==> config.mk <==
export PLATFORM = sky130hd
export DESIGN_NAME = utf8_sanitizer_top
export DESIGN_NICKNAME = d
export VERILOG_FILES = /design/src/hdl/u8s_pkg.sv /design/src/hdl/utf8_sanitizer_top.sv /design/src/hdl/u8s_ctrl.sv /design/src/hdl/u8s_datapath.sv
export VERILOG_INCLUDE_DIRS = /design/src /design/src/hdl
export SDC_FILE = /design/constraint.sdc
export NUM_CORES = 1
export LEC_CHECK = 0
export BUFFER_PORTS_ARGS = -buffer_cell sky130_fd_sc_hd__buf_2
export CORE_ASPECT_RATIO = 0.7
export CORE_MARGIN = 10
export CORE_UTILIZATION = 45
export CTS_CLUSTER_DIAMETER = 50
export DETAILED_ROUTE_END_ITERATION = 16
export GPL_TIMING_DRIVEN = 0
export PLACE_DENSITY = 0.7
export SLEW_MARGIN = 20
export SYNTH_ARGS = -nofsm -noshare
export SYNTH_HDL_FRONTEND = slang
export SYNTH_SLANG_ARGS = --single-unit
export TNS_END_PERCENT = 20
==> constraint.sdc <==
create_clock -name clk -period 2.6 [get_ports clk]
set_input_delay 0.52 -clock clk [delete_from_list [all_inputs] [get_ports clk]]
set_output_delay 0.52 -clock clk [all_outputs]
set_load 0.03 [all_outputs]
==> src/hdl/utf8_sanitizer_top_assert.svh <==
// ----------------------------------------------------------------------------
// UTF-8 sanitizer assertion macros
// Concurrent assertion helpers used by the sanitizer datapath.
// ----------------------------------------------------------------------------
`ifndef UTF8_SANITIZER_TOP_ASSERT_SVH
`define UTF8_SANITIZER_TOP_ASSERT_SVH
`ifndef SYNTHESIS
`define U8S_ASSERT(lbl, clk_i, rst_i, prop) \
  lbl: assert property (@(posedge clk_i) disable iff (rst_i) (prop)) \
    else $error("u8s assertion failed");
`define U8S_ASSERT_NEXT(lbl, clk_i, rst_i, ante, cons) \
  lbl: assert property (@(posedge clk_i) disable iff (rst_i) (ante) |=> (cons)) \
    else $error("u8s assertion failed");
`else
`define U8S_ASSERT(lbl, clk_i, rst_i, prop)
`define U8S_ASSERT_NEXT(lbl, clk_i, rst_i, ante, cons)
`endif
`endif

==> src/hdl/u8s_pkg.sv <==
// ----------------------------------------------------------------------------
// UTF-8 sanitizer package
// Shared constants, command and status types, and lead byte decoding.
// ----------------------------------------------------------------------------
`default_nettype none

package u8s_pkg;

  localparam logic [7:0] REPL_B0 = 8'hEF;
  localparam logic [7:0] REPL_B1 = 8'hBF;
  localparam logic [7:0] REPL_B2 = 8'hBD;

  localparam logic [2:0] LEN_BAD = 3'd0;
  localparam logic [2:0] LEN_ONE = 3'd1;

  typedef struct packed {
    logic load;
    logic advance;
  } u8s_cmd_t;

  typedef struct packed {
    logic plan_empty;
    logic final_byte;
    logic out_free;
  } u8s_sts_t;

  function automatic logic [2:0] u8s_lead_len(input logic [7:0] b);
    logic [2:0] len;
    if (b[7] == 1'b0) begin
      len = 3'd1;
    end else if ((b & 8'hE0) == 8'hC0) begin
      len = 3'd2;
    end else if ((b & 8'hF0) == 8'hE0) begin
      len = 3'd3;
    end else if ((b & 8'hF8) == 8'hF0) begin
      len = 3'd4;
    end else begin
      len = LEN_BAD;
    end
    return len;
  endfunction

  function automatic logic [7:0] u8s_repl_byte(input logic [1:0] phase);
    logic [7:0] b;
    case (phase)
      2'd0:    b = REPL_B0;
      2'd1:    b = REPL_B1;
      default: b = REPL_B2;
    endcase
    return b;
  endfunction

endpackage

`default_nettype wire

==> src/hdl/utf8_sanitizer_top.sv <==
// The sanitizer takes one text byte per accepted beat and, after it, plays out the
// bytes that byte releases (none, a passed-through sequence, or EF BF BD replacements
// with or without a trailing literal), one output byte per cycle while the receiver
// keeps tready high, from a single output register. An accepted byte releases from
// 0 to 12 output bytes. A byte that is due waits while the output register still holds
// a beat and tready is low. The next input byte is taken once the last of the output
// bytes is loaded into the output register, even if it still waits there.

// ----------------------------------------------------------------------------
// UTF-8 sanitizer top level
// Repairs a UTF-8 byte stream, replacing malformed sequences with U+FFFD.
// ----------------------------------------------------------------------------
`default_nettype none

module utf8_sanitizer_top
  import u8s_pkg::*;
(
  input  wire logic       clk,
  input  wire logic       rst,
  input  wire logic       s_axis_tvalid,
  output logic            s_axis_tready,
  input  wire logic [7:0] s_axis_tdata,   // [7:0] in_byte
  input  wire logic       s_axis_tlast,
  output logic            m_axis_tvalid,
  input  wire logic       m_axis_tready,
  output logic [7:0]      m_axis_tdata,   // [7:0] out_byte
  output logic            m_axis_tlast
);

  u8s_cmd_t cmd;
  u8s_sts_t sts;

  u8s_ctrl u_ctrl (
    .clk      (clk),
    .rst      (rst),
    .in_valid (s_axis_tvalid),
    .in_ready (s_axis_tready),
    .sts      (sts),
    .cmd      (cmd)
  );

  u8s_datapath u_datapath (
    .clk       (clk),
    .rst       (rst),
    .cmd       (cmd),
    .sts       (sts),
    .in_byte   (s_axis_tdata),
    .in_last   (s_axis_tlast),
    .out_byte  (m_axis_tdata),
    .out_last  (m_axis_tlast),
    .out_valid (m_axis_tvalid),
    .out_ready (m_axis_tready)
  );

endmodule

`default_nettype wire

==> src/hdl/u8s_ctrl.sv <==
// ----------------------------------------------------------------------------
// UTF-8 sanitizer controller
// Accepts one byte, then steps the datapath through its output plan.
// ----------------------------------------------------------------------------
`default_nettype none

module u8s_ctrl
  import u8s_pkg::*;
(
  input  wire logic     clk,
  input  wire logic     rst,
  input  wire logic     in_valid,
  output logic          in_ready,
  input  wire u8s_sts_t sts,
  output u8s_cmd_t      cmd
);

  typedef enum logic {
    ST_IDLE,
    ST_EMIT
  } state_t;

  state_t state;

  assign in_ready    = (state == ST_IDLE);
  assign cmd.load    = in_valid && (state == ST_IDLE);
  assign cmd.advance = (state == ST_EMIT) && !sts.plan_empty && sts.out_free;

  always_ff @(posedge clk) begin
    if (rst) begin
      state <= ST_IDLE;
    end else begin
      unique case (state)
        ST_IDLE: begin
          if (cmd.load) begin
            state <= ST_EMIT;
          end
        end
        ST_EMIT: begin
          if (sts.plan_empty || (cmd.advance && sts.final_byte)) begin
            state <= ST_IDLE;
          end
        end
        default: state <= ST_IDLE;
      endcase
    end
  end

endmodule

`default_nettype wire

==> src/hdl/u8s_datapath.sv <==
// ----------------------------------------------------------------------------
// UTF-8 sanitizer datapath
// Holds the open sequence and plays out replacements and literal bytes.
// ----------------------------------------------------------------------------
`default_nettype none

`include "utf8_sanitizer_top_assert.svh"

module u8s_datapath
  import u8s_pkg::*;
(
  input  wire logic       clk,
  input  wire logic       rst,
  input  wire u8s_cmd_t   cmd,
  output u8s_sts_t        sts,
  input  wire logic [7:0] in_byte,
  input  wire logic       in_last,
  output logic [7:0]      out_byte,
  output logic            out_last,
  output logic            out_valid,
  input  wire logic       out_ready
);

  logic [7:0] seq_bytes [4];
  logic [1:0] held_count;
  logic [2:0] needed_length;
  logic [2:0] rep_left;
  logic [1:0] phase;
  logic [2:0] lit_left;
  logic [1:0] lit_idx;
  logic       item_last;

  logic [1:0] held_count_next;
  logic [2:0] needed_length_next;
  logic [2:0] rep_load;
  logic [2:0] lit_load;
  logic       wr_en;
  logic [1:0] wr_idx;
  logic [2:0] lead_len;
  logic [2:0] held_plus;
  logic       is_cont;
  logic [7:0] cur_byte;

  assign lead_len  = u8s_lead_len(in_byte);
  assign is_cont   = (in_byte[7:6] == 2'b10);
  assign held_plus = {1'b0, held_count} + 3'd1;

  always_comb begin
    rep_load           = 3'd0;
    lit_load           = 3'd0;
    wr_en              = 1'b0;
    wr_idx             = 2'd0;
    held_count_next    = 2'd0;
    needed_length_next = 3'd0;
    if ((held_count == 2'd0) || !is_cont) begin
      rep_load = {1'b0, held_count};
      case (lead_len)
        LEN_ONE: begin
          wr_en    = 1'b1;
          lit_load = 3'd1;
        end
        LEN_BAD: begin
          rep_load = rep_load + 3'd1;
        end
        default: begin
          wr_en = 1'b1;
          if (in_last) begin
            rep_load = rep_load + 3'd1;
          end else begin
            held_count_next    = 2'd1;
            needed_length_next = lead_len;
          end
        end
      endcase
    end else begin
      wr_en  = 1'b1;
      wr_idx = held_count;
      if (held_plus >= needed_length) begin
        lit_load = held_plus;
      end else if (in_last) begin
        rep_load = held_plus;
      end else begin
        held_count_next    = held_plus[1:0];
        needed_length_next = needed_length;
      end
    end
  end

  assign cur_byte       = (rep_left != 3'd0) ? u8s_repl_byte(phase) : seq_bytes[lit_idx];
  assign sts.plan_empty = (rep_left == 3'd0) && (lit_left == 3'd0);
  assign sts.final_byte = ((rep_left == 3'd1) && (phase == 2'd2) && (lit_left == 3'd0))
                       || ((rep_left == 3'd0) && (lit_left == 3'd1));
  assign sts.out_free   = !out_valid || out_ready;

  always_ff @(posedge clk) begin
    if (cmd.load && wr_en) begin
      seq_bytes[wr_idx] <= in_byte;
    end
    if (cmd.load) begin
      item_last <= in_last;
    end
    if (cmd.advance) begin
      out_byte <= cur_byte;
      out_last <= sts.final_byte && item_last;
    end
  end

  always_ff @(posedge clk) begin
    if (rst) begin
      held_count    <= 2'd0;
      needed_length <= 3'd0;
      rep_left      <= 3'd0;
      phase         <= 2'd0;
      lit_left      <= 3'd0;
      lit_idx       <= 2'd0;
      out_valid     <= 1'b0;
    end else begin
      if (cmd.load) begin
        held_count    <= held_count_next;
        needed_length <= needed_length_next;
        rep_left      <= rep_load;
        lit_left      <= lit_load;
        phase         <= 2'd0;
        lit_idx       <= 2'd0;
      end else if (cmd.advance) begin
        if (rep_left != 3'd0) begin
          if (phase == 2'd2) begin
            phase    <= 2'd0;
            rep_left <= rep_left - 3'd1;
          end else begin
            phase <= phase + 2'd1;
          end
        end else begin
          lit_left <= lit_left - 3'd1;
          lit_idx  <= lit_idx + 2'd1;
        end
      end
      if (cmd.advance) begin
        out_valid <= 1'b1;
      end else if (out_ready) begin
        out_valid <= 1'b0;
      end
    end
  end

  `U8S_ASSERT(a_held_below_need, clk, rst,
    (held_count == 2'd0) || ({1'b0, held_count} < needed_length))
  `U8S_ASSERT(a_plan_bounds, clk, rst, (rep_left <= 3'd4) && (lit_left <= 3'd4))
  `U8S_ASSERT(a_phase_in_repl, clk, rst, (phase == 2'd0) || (rep_left != 3'd0))
  `U8S_ASSERT(a_advance_has_work, clk, rst, !cmd.advance || !sts.plan_empty)

endmodule

`default_nettype wire

# Word level (Yosys, flattened, before mapping)
# Memory sizes are Yosys's and may differ from the RTL's. A register that Yosys moved wholly into a read port is not among the register bits.
# Index checks and enable logic that the tools add are counted.
# W data, S select, Z words.
totals:
  n_memories: 1
  mem_bits_rw: 32
  wordCells: 109
  reg_bits: 27
classes:
  n_addsub: 5
  reduce_logical: 35
  muxes: 44
  eq_ne: 10
  bitwise_logic: 2
  n_lt_le_gt_ge: 1
memory_table:
  columns: ["memory", "words", "width", "rd", "rd_ports_with_merged_regs", "write_ports", "line_no", "rtl"]
  rows:
  - ["u_datapath.seq_bytes", 4, 8, 1, 1, 1, "u8s_datapath.sv:24", "logic [7:0] seq_bytes [4];"]
ops:
  columns: ["operator", "n"]
  rows:
  - ["$mux W3", 22]
  - ["$mux W2", 8]
  - ["$pmux W7 S2", 1]
  - ["$logic_and A1 B1 Y1", 10]
  - ["$mux W1", 10]
  - ["$eq A3 B1 Y1 const B", 3]
  - ["$logic_not A3 Y1", 3]
  - ["$mux W8", 1]
  - ["$reduce_and A2 Y1", 4]
  - ["$reduce_bool A2 Y1", 4]
  - ["$pmux W3 S2", 1]
  - ["$reduce_bool A3 Y1", 2]
  - ["$sub A3 B1 Y3 const B", 2]
  - ["$eq A5 B5 Y1 const B", 1]
  - ["$add A2 B1 Y2 const B", 2]
  - ["$eq A2 B2 Y1 const B", 2]
  - ["$eq A4 B4 Y1 const B", 1]
  - ["$logic_not A2 Y1", 2]
  - ["$logic_or A1 B1 Y1", 4]
  - ["$reduce_or A2 Y1", 2]
  - ["$add A2 B1 Y3 const B", 1]
  - ["$eq A3 B3 Y1 const B", 1]
  - ["$ge A3 B3 Y1", 1]
  - ["$logic_not A1 Y1", 3]
  - ["other kinds (5)", 6]

# Longest topological paths before layout
depth:
  word_depth: 11
  mapped_depth: 8
  mapped_depth_nobuf: 8

# By module
# Synthesis repeated with hierarchy kept, for this count alone.
hier_totals:
  hier_cells: 213
  area_unflattened_um2: 2761.4
modules_own_cells:
  columns: ["mod", "instances", "area_each_um2", "cells_each", "seq_area_each_um2"]
  rows:
  - ["u8s_datapath", 1, 2703.8, 205, 1621.6]
  - ["u8s_ctrl", 1, 57.6, 8, 20.0]

# Worst setup path before layout
# OpenSTA, ideal clock, no wires.
synth_path:
  kind: "register to register"
  start: "register u_ctrl.state"
  end: "memory u_datapath.seq_bytes[1][0] (enable)"
  path_stages_with_launch: 6
  t_arrival_ns: 1.731
  slack_ns: 0.485
  synth_period_minus_slack_ns: 2.115
  required_ns: 2.217
  path_cell_list: "dfxtp_1 -> inv_1 -> nand2_1 -> clkinv_1 -> nand3_1 -> nor3_1"
synth_between:
  elab_chain_len: 5
synth_lines:
  columns: ["item", "line_no", "rtl"]
  rows:
  - ["start: declaration", "u8s_ctrl.sv:23", "state_t state;"]
  - ["start signal: assignment", "u8s_ctrl.sv:31", "state <= ST_IDLE;"]
  - ["start signal: assignment", "u8s_ctrl.sv:36", "state <= ST_EMIT;"]
  - ["start signal: assignment", "u8s_ctrl.sv:41", "state <= ST_IDLE;"]
  - ["$not A1 Y1", null, null]
  - ["net s_axis_tready", "utf8_sanitizer_top.sv:21", "output logic s_axis_tready,"]
  - ["$logic_and A1 B1 Y1", "u8s_ctrl.sv:26", "assign cmd.load = in_valid && (state == ST_IDLE);"]
  - ["$logic_and A1 B1 Y1", "u8s_datapath.sv:96", "if (cmd.load && wr_en) begin"]
  - ["$mux W1", "u8s_datapath.sv:96", null]
  - ["$mux W1 (not written as such)", "u8s_datapath.sv:97", "seq_bytes[wr_idx] <= in_byte;"]
  - ["end: declaration", "u8s_datapath.sv:24", null]
# The timed path passes the listed nets, and every way through them passes these cells.

# Worst setup path after layout
layout_path:
  start: "register u_datapath.held_count[0]"
  end: "register u_datapath.needed_length[0]"
layout_between:
  elab_chain_len: 4
  elab_cells_between_ends: 8
layout_lines:
  columns: ["item", "line_no", "rtl"]
  rows:
  - ["start: declaration", "u8s_datapath.sv:25", "logic [1:0] held_count;"]
  - ["start signal: assignment", "u8s_datapath.sv:119", "held_count <= held_count_next;"]
  - ["$add A2 B1 Y3 / $logic_not A2 Y1 (equally long branches)", "u8s_datapath.sv:46, u8s_datapath.sv:55", null]
  - ["$ge A3 B3 Y1 / $logic_or A1 B1 Y1 (equally long branches)", "u8s_datapath.sv:78, u8s_datapath.sv:55", null]
  - ["$reduce_bool A3 Y1 (no line) / $mux W3 (equally long branches)", null, null]
  - ["$reduce_and A2 Y1 (no line) / $mux W3 (equally long branches)", null, null]
  - ["end signal: assignment", "u8s_datapath.sv:120", "needed_length <= needed_length_next;"]
  - ["end: declaration", "u8s_datapath.sv:26", "logic [2:0] needed_length;"]
# Several ways; a longest one is shown, not always the timed one.
# A chain may end at the register's enable or synchronous reset.

==> results_dict.tcl <==
set metrics [dict create \
    place_area_mm2 0.00299 \
    cap_viol_max_count 0 \
    dieArea_mm2 0.00976 \
    worstPathMaxFanout 8 \
    vias 1724 \
    clkTransAtPathRegs_ns 0.07 \
    final_nets 273 \
    cts_setup_buffers 0 \
    whs_ns 0.398 \
    yosysTopAreaCell "edfxtp_1" \
    worst-slew-pin-transition_ns 0.950 \
    cts_buffer_depth 2 \
    min_period_over_period_pct 90.9 \
    setup_violations 0 \
    ir_worst_vdd_v 0.000301 \
    wl_per_cell_um 16.0 \
    drt_iter0_markers 82 \
    syn_inst 213 \
    avgViaCountPerCell 5.27 \
    p_int_mw 1.60 \
    die_w_um 114 \
    cts_tree "built" \
    synthSimpleGateAreaFrac_pct 14.2 \
    switchingPower_mw 0.543 \
    avgSynthCellArea_um2 13.0 \
    clock_sinks 61 \
    ys_seq_area_share_pct 59.2 \
    gp_congestion 0.822 \
    synthTopCellsByCount "edfxtp_1, dfxtp_1, nand2_1" \
    cts_buffers 9 \
    path_cells "inv_1 > ha_1 > ha_1 > a21o_1 > a31oi_2 > and2_1 > a31o_2 > mux2i_1" \
    status "finished clean" \
    skew_ns 0.00906 \
    crit_path_end_kind "flop" \
    htree_levels 3 \
    setup_ws_ns 0.237 \
    synth_area_leaders "edfxtp_1, dfxtp_1, mux4_2" \
    grt_pass1_wl_um 8660 \
    syn_area_mm2 0.00278 \
    fp.dieH_um 85.7 \
    syn_nets 239 \
    drive_gt1_share_pct 24.6 \
    fillers 506 \
    dr.pass1.iters 5 \
    synth_top_area_share_pct 45.4 \
    hp-class "in2reg" \
    postSynth.asyncResetShare_pct 0 \
    dp_hpwl_um 3790 \
    worst-setup-path-type "reg2reg" \
    synth_compound_area_share_pct 8.07 \
    clk_latency_ns 0.34 \
    cp_data_required_time_ns 2.86 \
    yosys_register_bits 61 \
    seq_power_share_pct 51.2 \
    power.leakage_nw 1.12 \
    grt_pass1_vias 1718 \
    antenna_cells 0 \
    synthMuxAreaShare_pct 8.70 \
    synth_cell_types 48 \
    grt_max_degree 12 \
    critPathMaxStageDelay_ns 0.42 \
    clock_power_share_pct 37.4 \
    fin_area_mm2 0.00320 \
    powerDensity_mw_per_mm2 668 \
    synth-edff-count 42 \
    rsz0062_at_grt "no" \
    yosysMostFrequentCell "edfxtp_1" \
    fmax_mhz 423 \
    hold_viol 0 \
    place_ws_ns -0.0428 \
    synthAdderAreaFrac_pct 5.86 \
    crit_top_cell "ha_1" \
    ant_nets 0 \
    pin_count 24 \
    relSlewSlack_pct 36.4 \
    period_needed_ns 2.36 \
    multiInputGateArea_mm2 0.00109 \
    num_rows 23 \
    drc_errors 0 \
    report.final.slew_viol_count 0 \
    port_buffers 23 \
    grt-ovfl-total 0 \
    yosysWarnings 0 \
    core_mm2 0.00584 \
    switching_share_pct 25.4 \
    start_util_pct 47.5 \
    antenna_found_initial 0 \
    cpMaxStageDelayCell "ha_1" \
    synth_top_family_by_area "simple AND/OR/NAND/NOR gates" \
    grt_usage_pct 11.4 \
    drt_wl_total_um 5220 \
    ys.flop_type "edfxtp_1" \
    seqCellArea_mm2 0.00164 \
    worstSetupStartpointType "flop" \
    synth-xor-area-share_pct 1.58 \
    area.growth.synth_to_final_pct 15.3 \
    cts_root_buf "clkbuf_8" \
    pwr-share-comb_pct 11.4 \
    worstPathArrival_ns 2.63 \
]
-- state kept, by name, summed over array words and instances, names as in the netlist, 2 cells and up, named ones only --
name / cells
u_datapath.lit_idx: 2
u_datapath.seq_bytes: 32
u_datapath.out_byte: 8
u_datapath.rep_left: 3
u_datapath.phase: 2
u_datapath.held_count: 2
u_datapath.needed_length: 3
u_datapath.lit_left: 3
-- layer usage --
metal  global-route usage, %  wire length, um
met1                    14.1             2610
met2                    16.9             2240
met3                    5.01              298
met4                    5.11               73
met5                       0                0
-- critical path, delay by kind of cell (launching register included) --
| family | cells | cell delay (ns) |
|---|---|---|
| flops | 1 | 0.40 |
| mux | 1 | 0.20 |
| compound gates | 3 | 0.63 |
| buf+inv | 1 | 0.17 |
| fa+ha+maj | 2 | 0.64 |
| simple gates | 1 | 0.24 |
-- layout by cell type (no fill, tap or decap), types with 3 or more instances in the layout --
| cell type | count |
|---|---|
| nand2b_1 | 11 |
| clkbuf_8 | 10 |
| clkbuf_1 | 4 |
| a21oi_1 | 6 |
| nand2_1 | 17 |
| clkinv_2 | 3 |
| dfxtp_1 | 18 |
| and2_1 | 3 |
| nor3_2 | 4 |
| xnor2_1 | 3 |
| edfxtp_1 | 42 |
| mux4_2 | 8 |
| nand3_1 | 6 |
| nor2_1 | 13 |
| mux2i_1 | 5 |
| buf_2 | 24 |
| ha_1 | 13 |
| inv_1 | 11 |
| nor3_1 | 6 |
-- cells by family (layout without fill, tap and decap cells) --
family	Yosys count	after routing
flip-flops	61	61
adder cells (fa/ha/maj)	13	13
multiplexers	14	14
buffers and inverters	18	57
AND/OR/NAND/NOR	74	74
XOR/XNOR	5	5
AO/OA/AOI/OAI	28	28
-- power groups by stage --
stage	clock network (mW)	registers [mW]	logic, mW
after CTS	0.819	1.09	0.245
after detailed placement	0	1.11	0.244
after global routing	0.867	1.10	0.274
final	0.800	1.09	0.245
after floorplan	0	1.13	0.153
after global placement	0	1.11	0.239
-- metrics by stage --
step                utilization (%)  power (mW)  setup TNS (ns)  std cells
finish                         54.8        2.14               0        327
global route                   54.8        2.24               0        327
CTS                            54.5        2.16               0        327
detailed placement             51.2        1.36          -0.341        311
global placement               51.1        1.35          -0.161        311
floorplan                         -        1.29               0        213
-- final timing paths --
kind | start | endpoint | slack (ns) | cells after the start
hold reg to reg | u_datapath.needed_length[2] | u_datapath.needed_length[2] | 0.48 | 2
setup / recovery | u_datapath.held_count[0] | u_datapath.needed_length[0] | 0.24 | 8
setup reg to reg | u_datapath.held_count[0] | u_datapath.needed_length[0] | 0.24 | 8
hold / removal | s_axis_tdata[0] | u_datapath.seq_bytes[1][0] | 0.40 | 1
-- layout make-up --
cell class              count  area share [%]
well taps                  75            2.93
clock buffers              11            5.08
plain buffers               6           0.743
repair buffers             23            3.60
clock inverters             5           0.977
flip-flops and latches     61            51.3
multi-input cells         134            33.9
inverters                  12            1.41
-- repair_timing --
item	in CTS	in global routing
gates resized for setup	0	2
hold buffers	0	0
endpoints found under the setup margin	0	6
Power figures use the tool's default switching activity.
